## config.mk

```make
export PLATFORM = sky130hd
export DESIGN_NAME = nucleotide_bigram_counter
export DESIGN_NICKNAME = d
export VERILOG_FILES = /design/src/rtl/core/nbc_pkg.sv /design/src/rtl/core/nbc_stats.sv /design/src/rtl/core/nucleotide_bigram_counter.sv
export SDC_FILE = /design/constraint.sdc
export NUM_CORES = 2
export LEC_CHECK = 0
export ABC_AREA = 1
export BUFFER_PORTS_ARGS = -buffer_cell sky130_fd_sc_hd__buf_2
export CELL_PAD_IN_SITES_DETAIL_PLACEMENT = 0
export CELL_PAD_IN_SITES_GLOBAL_PLACEMENT = 2
export CORE_ASPECT_RATIO = 1.75
export CORE_MARGIN = 2
export CORE_UTILIZATION = 34
export DETAILED_ROUTE_END_ITERATION = 12
export GPL_TIMING_DRIVEN = 0
export PLACE_DENSITY = 0.76
export SYNTH_ARGS = -nofsm -noshare
export SYNTH_HDL_FRONTEND = slang
export SYNTH_SLANG_ARGS = --single-unit
export TNS_END_PERCENT = 30
```

## constraint.sdc

```tcl
create_clock -name clk -period 4.2 [get_ports clk]
set_input_delay 0.42 -clock clk [delete_from_list [all_inputs] [get_ports clk]]
set_output_delay 0.42 -clock clk [all_outputs]
set_load 0.02 [all_outputs]
```

## src/rtl/core/nbc_pkg.sv

```systemverilog
// Shared types, codes and helpers for the nucleotide bigram counter.
// No dependencies; used by nbc_stats and nucleotide_bigram_counter.
package nbc_pkg;

  // Default sizes of the counters and of the line length register
  localparam int COUNT_WIDTH_DEF  = 32;
  localparam int LENGTH_WIDTH_DEF = 16;
  localparam int SUM_WIDTH        = 64;

  // Request kinds carried on the input tuser
  localparam logic [1:0] REQ_TEXT = 2'd0;
  localparam logic [1:0] REQ_EOL  = 2'd1;
  localparam logic [1:0] REQ_READ = 2'd2;

  // Statistic indexes
  localparam logic [4:0] STAT_LINES   = 5'd0;
  localparam logic [4:0] STAT_BASES   = 5'd1;
  localparam logic [4:0] STAT_BASE_A  = 5'd2;
  localparam logic [4:0] STAT_PAIRS   = 5'd6;
  localparam logic [4:0] STAT_PAIR_AA = 5'd7;
  localparam logic [4:0] STAT_SQUARES = 5'd23;
  localparam int         STAT_COUNT   = 24;

  // Upper-case letters; the lower-case form differs only in bit 5
  localparam logic [7:0] CHAR_A    = 8'h41;
  localparam logic [7:0] CHAR_C    = 8'h43;
  localparam logic [7:0] CHAR_T    = 8'h54;
  localparam logic [7:0] CHAR_G    = 8'h47;
  localparam logic [7:0] CASE_MASK = 8'hDF;

  // Base codes, order A C T G
  localparam logic [1:0] BASE_A = 2'd0;
  localparam logic [1:0] BASE_C = 2'd1;
  localparam logic [1:0] BASE_T = 2'd2;
  localparam logic [1:0] BASE_G = 2'd3;

  typedef struct packed {
    logic       ok;
    logic [1:0] code;
  } base_dec_t;

  // Per-cycle update command from the front end to the counter bank
  typedef struct packed {
    logic       text;  // a kept base arrives
    logic       eol;   // end of line
    logic [1:0] base;
  } nbc_op_t;

  // Fold case and map A C T G to 0..3
  function automatic base_dec_t base_decode(input logic [7:0] ch);
    base_dec_t  d;
    logic [7:0] up;
    up = ch & CASE_MASK;
    d.ok = 1'b1;
    case (up)
      CHAR_A:  d.code = BASE_A;
      CHAR_C:  d.code = BASE_C;
      CHAR_T:  d.code = BASE_T;
      CHAR_G:  d.code = BASE_G;
      default: begin
        d.ok   = 1'b0;
        d.code = BASE_A;
      end
    endcase
    return d;
  endfunction

endpackage

```

## src/rtl/core/nbc_stats.sv

```systemverilog
// Counter bank: base, bigram, line and total counters plus the sum of
// squared line lengths, with the statistic read select. Uses nbc_pkg.
module nbc_stats
  import nbc_pkg::*;
#(
  parameter int COUNT_WIDTH  = COUNT_WIDTH_DEF,
  parameter int LENGTH_WIDTH = LENGTH_WIDTH_DEF
) (
  input  logic                 clk,
  input  logic                 rst,
  input  nbc_op_t              op,
  input  logic [4:0]           rd_index,
  output logic [SUM_WIDTH-1:0] rd_value
);

  localparam int SQ_WIDTH = 2 * LENGTH_WIDTH;

  logic [COUNT_WIDTH-1:0]  line_total;
  logic [COUNT_WIDTH-1:0]  base_total;
  logic [COUNT_WIDTH-1:0]  pair_total;
  logic [COUNT_WIDTH-1:0]  base_cnt [4];
  logic [COUNT_WIDTH-1:0]  pair_cnt [16];
  logic [LENGTH_WIDTH-1:0] line_len;
  logic [SQ_WIDTH-1:0]     line_sq;
  logic [SUM_WIDTH-1:0]    square_sum;
  logic                    half_valid;
  logic [1:0]              half_base;

  logic [3:0]              pair_sel;
  logic                    pair_hit;
  logic                    len_full;
  logic [SQ_WIDTH-1:0]     line_sq_next;
  logic [SUM_WIDTH:0]      sum_wide;
  logic [SUM_WIDTH-1:0]    square_sum_next;
  logic [SUM_WIDTH-1:0]    stat_vec [STAT_COUNT];

  // Saturating increment
  function automatic logic [COUNT_WIDTH-1:0] sat_inc(input logic [COUNT_WIDTH-1:0] v);
    return (&v) ? v : v + COUNT_WIDTH'(1);
  endfunction

  // Bigram formed by this base and the waiting one
  assign pair_sel = {half_base, op.base};
  assign pair_hit = op.text && half_valid;

  // Running square of the line length: (n+1)^2 = n^2 + 2n + 1
  assign len_full     = &line_len;
  assign line_sq_next = line_sq + SQ_WIDTH'({line_len, 1'b1});

  // Saturating add of the finished line's square
  assign sum_wide        = {1'b0, square_sum} + (SUM_WIDTH + 1)'(line_sq);
  assign square_sum_next = sum_wide[SUM_WIDTH] ? {SUM_WIDTH{1'b1}} : sum_wide[SUM_WIDTH-1:0];

  // Counter updates
  always_ff @(posedge clk) begin
    if (rst) begin
      line_total <= '0;
      base_total <= '0;
      pair_total <= '0;
      line_len   <= '0;
      line_sq    <= '0;
      square_sum <= '0;
      half_valid <= 1'b0;
      half_base  <= '0;
      for (int i = 0; i < 4; i++) base_cnt[i] <= '0;
      for (int i = 0; i < 16; i++) pair_cnt[i] <= '0;
    end else if (op.text) begin
      base_cnt[op.base] <= sat_inc(base_cnt[op.base]);
      base_total        <= sat_inc(base_total);
      if (!len_full) begin
        line_len <= line_len + LENGTH_WIDTH'(1);
        line_sq  <= line_sq_next;
      end
      if (pair_hit) begin
        pair_cnt[pair_sel] <= sat_inc(pair_cnt[pair_sel]);
        pair_total         <= sat_inc(pair_total);
        half_valid         <= 1'b0;
      end else begin
        half_base  <= op.base;
        half_valid <= 1'b1;
      end
    end else if (op.eol) begin
      line_total <= sat_inc(line_total);
      square_sum <= square_sum_next;
      line_len   <= '0;
      line_sq    <= '0;
      half_valid <= 1'b0;
    end
  end

  // Flat view of all statistics in index order
  always_comb begin
    stat_vec[STAT_LINES]   = SUM_WIDTH'(line_total);
    stat_vec[STAT_BASES]   = SUM_WIDTH'(base_total);
    stat_vec[STAT_PAIRS]   = SUM_WIDTH'(pair_total);
    stat_vec[STAT_SQUARES] = square_sum;
    for (int i = 0; i < 4; i++) stat_vec[int'(STAT_BASE_A) + i] = SUM_WIDTH'(base_cnt[i]);
    for (int i = 0; i < 16; i++) stat_vec[int'(STAT_PAIR_AA) + i] = SUM_WIDTH'(pair_cnt[i]);
  end

  // Read select; unused indexes read zero
  assign rd_value = (rd_index < 5'(STAT_COUNT)) ? stat_vec[rd_index] : '0;

endmodule

```

## src/rtl/core/nucleotide_bigram_counter.sv

```systemverilog
// Nucleotide and bigram histogram, top level. A read word passes through the
// input register, then the result register, which raises m_tvalid for its
// result word. Throughput: one word per cycle; a read waits in the input
// register only while the result register is full and not being taken.
// Reset (rst, synchronous) clears all counters, the line state and the valid flags of both registers.
module nucleotide_bigram_counter
  import nbc_pkg::*;
#(
  parameter int COUNT_WIDTH  = COUNT_WIDTH_DEF,
  parameter int LENGTH_WIDTH = LENGTH_WIDTH_DEF
) (
  input  logic        clk,
  input  logic        rst,
  input  logic        s_tvalid,
  output logic        s_tready,
  input  logic [15:0] s_tdata,   // char_code[7:0], stat_index[12:8], zero pad
  input  logic [1:0]  s_tuser,   // req_type[1:0]
  output logic        m_tvalid,
  input  logic        m_tready,
  output logic [71:0] m_tdata    // stat_echo[4:0], stat_value[68:5], zero pad
);

  // Input register
  logic                 in_valid;
  logic [1:0]           in_req;
  logic [7:0]           in_char;
  logic [4:0]           in_index;

  // Result register
  logic [4:0]           out_echo;
  logic [SUM_WIDTH-1:0] out_value;

  logic                 out_free;
  logic                 proc;
  logic                 in_take;
  base_dec_t            dec;
  nbc_op_t              op;
  logic [SUM_WIDTH-1:0] rd_value;

  // The held word moves on unless it is a read facing a full result register
  assign out_free = !m_tvalid || m_tready;
  assign proc     = in_valid && ((in_req != REQ_READ) || out_free);
  assign s_tready = !in_valid || proc;
  assign in_take  = s_tvalid && s_tready;

  always_ff @(posedge clk) begin
    if (rst) begin
      in_valid <= 1'b0;
    end else if (in_take) begin
      in_valid <= 1'b1;
    end else if (proc) begin
      in_valid <= 1'b0;
    end
  end

  always_ff @(posedge clk) begin
    if (in_take) begin
      in_req   <= s_tuser;
      in_char  <= s_tdata[7:0];
      in_index <= s_tdata[12:8];
    end
  end

  // Decode into a counter update
  assign dec     = base_decode(in_char);
  assign op.text = proc && (in_req == REQ_TEXT) && dec.ok;
  assign op.eol  = proc && (in_req == REQ_EOL);
  assign op.base = dec.code;

  nbc_stats #(
    .COUNT_WIDTH  (COUNT_WIDTH),
    .LENGTH_WIDTH (LENGTH_WIDTH)
  ) u_stats (
    .clk      (clk),
    .rst      (rst),
    .op       (op),
    .rd_index (in_index),
    .rd_value (rd_value)
  );

  // Result register
  always_ff @(posedge clk) begin
    if (rst) begin
      m_tvalid <= 1'b0;
    end else if (proc && (in_req == REQ_READ)) begin
      m_tvalid <= 1'b1;
    end else if (m_tready) begin
      m_tvalid <= 1'b0;
    end
  end

  always_ff @(posedge clk) begin
    if (proc && (in_req == REQ_READ)) begin
      out_echo  <= in_index;
      out_value <= rd_value;
    end
  end

  assign m_tdata = {3'b000, out_value, out_echo};

  // A new result only follows a read leaving the input register
  a_result_from_read: assert property (@(posedge clk) disable iff (rst)
    $rose(m_tvalid) |-> $past(in_valid && (in_req == REQ_READ)))
    else $error("result without a read");

  // Input stalls only on a read blocked by a full result register
  a_stall_cause: assert property (@(posedge clk) disable iff (rst)
    !s_tready |-> (in_valid && (in_req == REQ_READ) && m_tvalid && !m_tready))
    else $error("input stalled without cause");

  // A blocked read keeps its index
  a_held_read: assert property (@(posedge clk) disable iff (rst)
    (in_valid && !proc) |=> (in_valid && $stable(in_index) && $stable(in_req)))
    else $error("blocked read lost");

  // Counter updates never come from an empty input register
  a_op_needs_item: assert property (@(posedge clk) disable iff (rst)
    (op.text || op.eol) |-> in_valid)
    else $error("update without item");

endmodule
```

==> flow_summary.ini <==
[timing]
drv_slew = 87
hold_viol_final = 0
layout_setup_ws_ns = -0.3435
rsz0062_at_grt = yes
worst_pin_slew_ns = 1.628
setup_viol = 64
hold_slack_ns = 0.2654
fin_skew_ns = 0.05864
fin_crit_sh_pct = 108.2
fin_crit_ns = 4.543
max-slew-margin-rel_pct = -8.538
fmax_ghz = 0.2201

[clock_network]
htree_levels = 3
clock_path_buffers = 3
cts_buffers = 100
clock-root-buffer = clkbuf_16
clk_pin_slew_ns = 0.07
clock_latency_ns = 0.81
clock-sinks = 936
cts_tree = built

[synth]
syn_area_per_cell_um2 = 7.321
yosysTopAreaCell = edfxtp_1
ys_ff_latch = 936
synth_edf_count = 723
yosysSeqAreaShare_pct = 45.77
yosysWarnings = 0
yosys-top-cells-area = edfxtp_1 38%, nand2_1 12%, inv_1 8.3%
yosysUniqueCellTypes = 62
netlist_area_um2 = 56750
netlist_instances = 7752
synthArstFlopShare_pct = 0
yosysTopAreaCellShare_pct = 38.25
synthFlopType = edfxtp_1

[floorplanning]
die_h_um = 544.5
fp.coreArea_um2 = 166000
die_area_um2 = 170300
start_util_pct = 34.19
chipWidth_um = 312.8
num_rows = 198
io_pins = 96

[pwr]
pwr-share-clk_pct = 42.3
peakVddDrop_mv = 0.3131
p_sw_mw = 6.846
p_sw_share_pct = 30.04
power_frac_seq_pct = 45.6
pwr_density_cell_nw_per_um2 = 342.9
p_leak_nw = 28.74
power.internal_mw = 15.94
p_comb_share_pct = 12.1

[place]
dpl.hpwl_um = 277700
dp_cells = 10070
placed_cell_area_um2 = 60620
gp_congestion = 1.079
portBuffers = 88

[worst_setup_path]
r2r_setup_slack_ns = -0.34
critPathMaxStageDelay_ns = 1.22
crit_chain = inv_1 > clkbuf_1 > clkbuf_1 > clkbuf_1 > o21ai_0 > o22ai_1 > nor2_1 > o22ai_1 > nor2_1 > a21oi_1
critPathKind = flip-flop to flip-flop
cpMostUsedCell = clkbuf_1
cpMaxStageDelayCell = clkbuf_1
critPathArrivalTime_ns = 5.13
startpoint_type = flip-flop
cp_max_fo = 10
cp.required_ns = 4.78
cp-end-kind = flip-flop

[global_routing]
grt_pass1_vias = 56620
grt_pass1_wl_um = 479900
grt-ovfl-total = 0
grtUsageTotal_pct = 41.88
grt_max_degree = 40
grt_antenna_before_repair = 44

[outcome]
outcome = complete, but fails checks
violations = capacitance limit, slew limit, setup timing

[route]
drtPass1Iterations = 9
drt_iter0_markers = 6905
viasPerCell = 5.701
vias = 59220
wl_per_cell_um = 34.86
drcViolationCount = 0
drtAntennaViolNets = 0
wirelength_um = 362100

[flow_run]
max_cap_violations = 8

[cells_and_area]
instances_no_fill = 10390
areaGrowthSynthToFinish_pct = 17.11
fillers = 17740
nets = 8142
final_area_um2 = 66460
drive_above_1_share_pct = 10.12

[hold_path]
hold_path.class = input pin to flip-flop
## logic make-up (layout without fill, tap and decap cells)
kind of cell | Yosys count | count (layout) | share of synthesized area (%)
compound gates | 1471 | 1471 | 14.03
xor+xnor | 86 | 86 | 1.354
fa+ha+maj | 56 | 56 | 1.261
buf+inv | 1700 | 2098 | 11.82
flops | 936 | 936 | 45.77
other cells | 1 | 38 | 0.006607
simple gates | 3502 | 3502 | 25.77
## layer usage
metal | vias up | share of wire (%) | GRT usage (%)
met1 | 28220 | 31 | 40.15
met5 | - | 0.029 | 0
met2 | 3628 | 48 | 71.34
met4 | 16 | 12 | 42.20
li1 | 25840 | - | -
met3 | 1507 | 8.5 | 11.01
## layout make-up
class / instances / area (um2) / area share (%)
diodes: 35 / 87.58 / 0.1318
plain buffers: 411 / 2505 / 3.769
clock buffers: 123 / 2640 / 3.972
clock inverters: 67 / 735.7 / 1.107
inverters: 1287 / 4846 / 7.291
multi-input cells: 5118 / 25050 / 37.68
flip-flops and latches: 936 / 25970 / 39.08
well taps: 2200 / 2753 / 4.142
repair buffers: 210 / 1876 / 2.822
## state kept, by name, indices dropped and copies added, names as in the netlist
register	cells
u_stats.pair_cnt	512
u_stats.base_cnt	128
out_value	64
u_stats.square_sum	64
u_stats.base_total	32
u_stats.line_sq	32
u_stats.line_total	32
u_stats.pair_total	32
u_stats.line_len	16
in_char	7
in_index	5
out_echo	5
in_req	2
u_stats.half_base	2
in_valid	1
m_tvalid	1
u_stats.half_valid	1
## synth_stat cells (all sizes together), types with 12 or more instances
library cell     n
a211oi          12
a21oi          554
a221oi          13
a31oi           21
buf            157
clkbuf         256
dfxtp          213
edfxtp         723
ha              54
inv           1284
nand2         1880
nand3          398
nand3b          48
nand4           58
nor2           904
nor3           142
nor3b           14
nor4            33
o211ai          51
o21ai          679
o221ai          43
o22ai           54
or2             13
xnor2           21
xor2            65
## timing repair
action / 4_1_cts / 5_1_grt
gates resized for setup: 342 / 186
hold endpoints to repair: 16 / 0
setup endpoints to repair: 1315 / 857
cloned: 0 / 1
pin swaps: 26 / 23
buffers inserted: 41 / 33
hold buffers: 16 / 0
## worst paths after layout
kind	startpoint	endpoint	cells after the start
worst max register to register	in_index[0]$_DFFE_PP_	out_value[15]$_SDFFCE_PP0P_	10
worst min-delay path	rst	u_stats.base_cnt[3][31]$_DFFE_PP_	4
worst min register to register	u_stats.pair_total[27]$_SDFFE_PP0P_	u_stats.pair_total[27]$_SDFFE_PP0P_	2
worst max-delay path	in_index[0]$_DFFE_PP_	out_value[15]$_SDFFCE_PP0P_	10
## worst max-delay path, delay by kind of cell (launching register included)
| kind | cells | cell delay [ns] |
|---|---|---|
| simple gates | 2 | 0.26 |
| flops | 1 | 0.53 |
| buf+inv | 4 | 2.07 |
| compound gates | 4 | 1.45 |
## cells in the final DEF, fill, tap and decap left out, drive strengths merged, types with 33 or more instances in the layout
master  Yosys  layout
nand2    1880    1880
inv      1284    1296
nand4      58      58
edfxtp    723     723
diode       0      35
nor2      904     904
o21ai     679     679
clkbuf    256     379
dfxtp     213     213
nand3b     48      48
a21oi     554     554
o22ai      54      54
o221ai     43      43
xor2       65      65
buf       157     336
nor4       33      33
ha         54      54
o211ai     51      51
nand3     398     398
clkinv      3      35
nor3      142     142
## metrics by stage
stage / total power [mW] / utilization, % / TNS (ns) / setup WS (ns)
global placement: 13.01 / 36.12 / -3235.07 / -3.970
finish: 22.79 / 40.04 / -5.344 / -0.3435
global route: 23.11 / 39.99 / -1.131 / -0.2100
detailed placement: 13.05 / 36.52 / -2122.31 / -2.776
CTS: 22.59 / 39.54 / -0.2424 / -0.05657
floorplan: 11.59 / - / 0 / 0.01905
## power groups by stage
| stage | clock (mW) | combinational, mW | sequential [mW] |
|---|---|---|---|
| detailed placement | 0 | 2.47 | 10.6 |
| global route | 9.93 | 2.78 | 10.4 |
| global placement | 0 | 2.41 | 10.6 |
| CTS | 9.64 | 2.57 | 10.4 |
| finish | 9.64 | 2.76 | 10.4 |
| floorplan | 0 | 1.10 | 10.5 |
No activity file was read; power rests on OpenSTA's default activity.
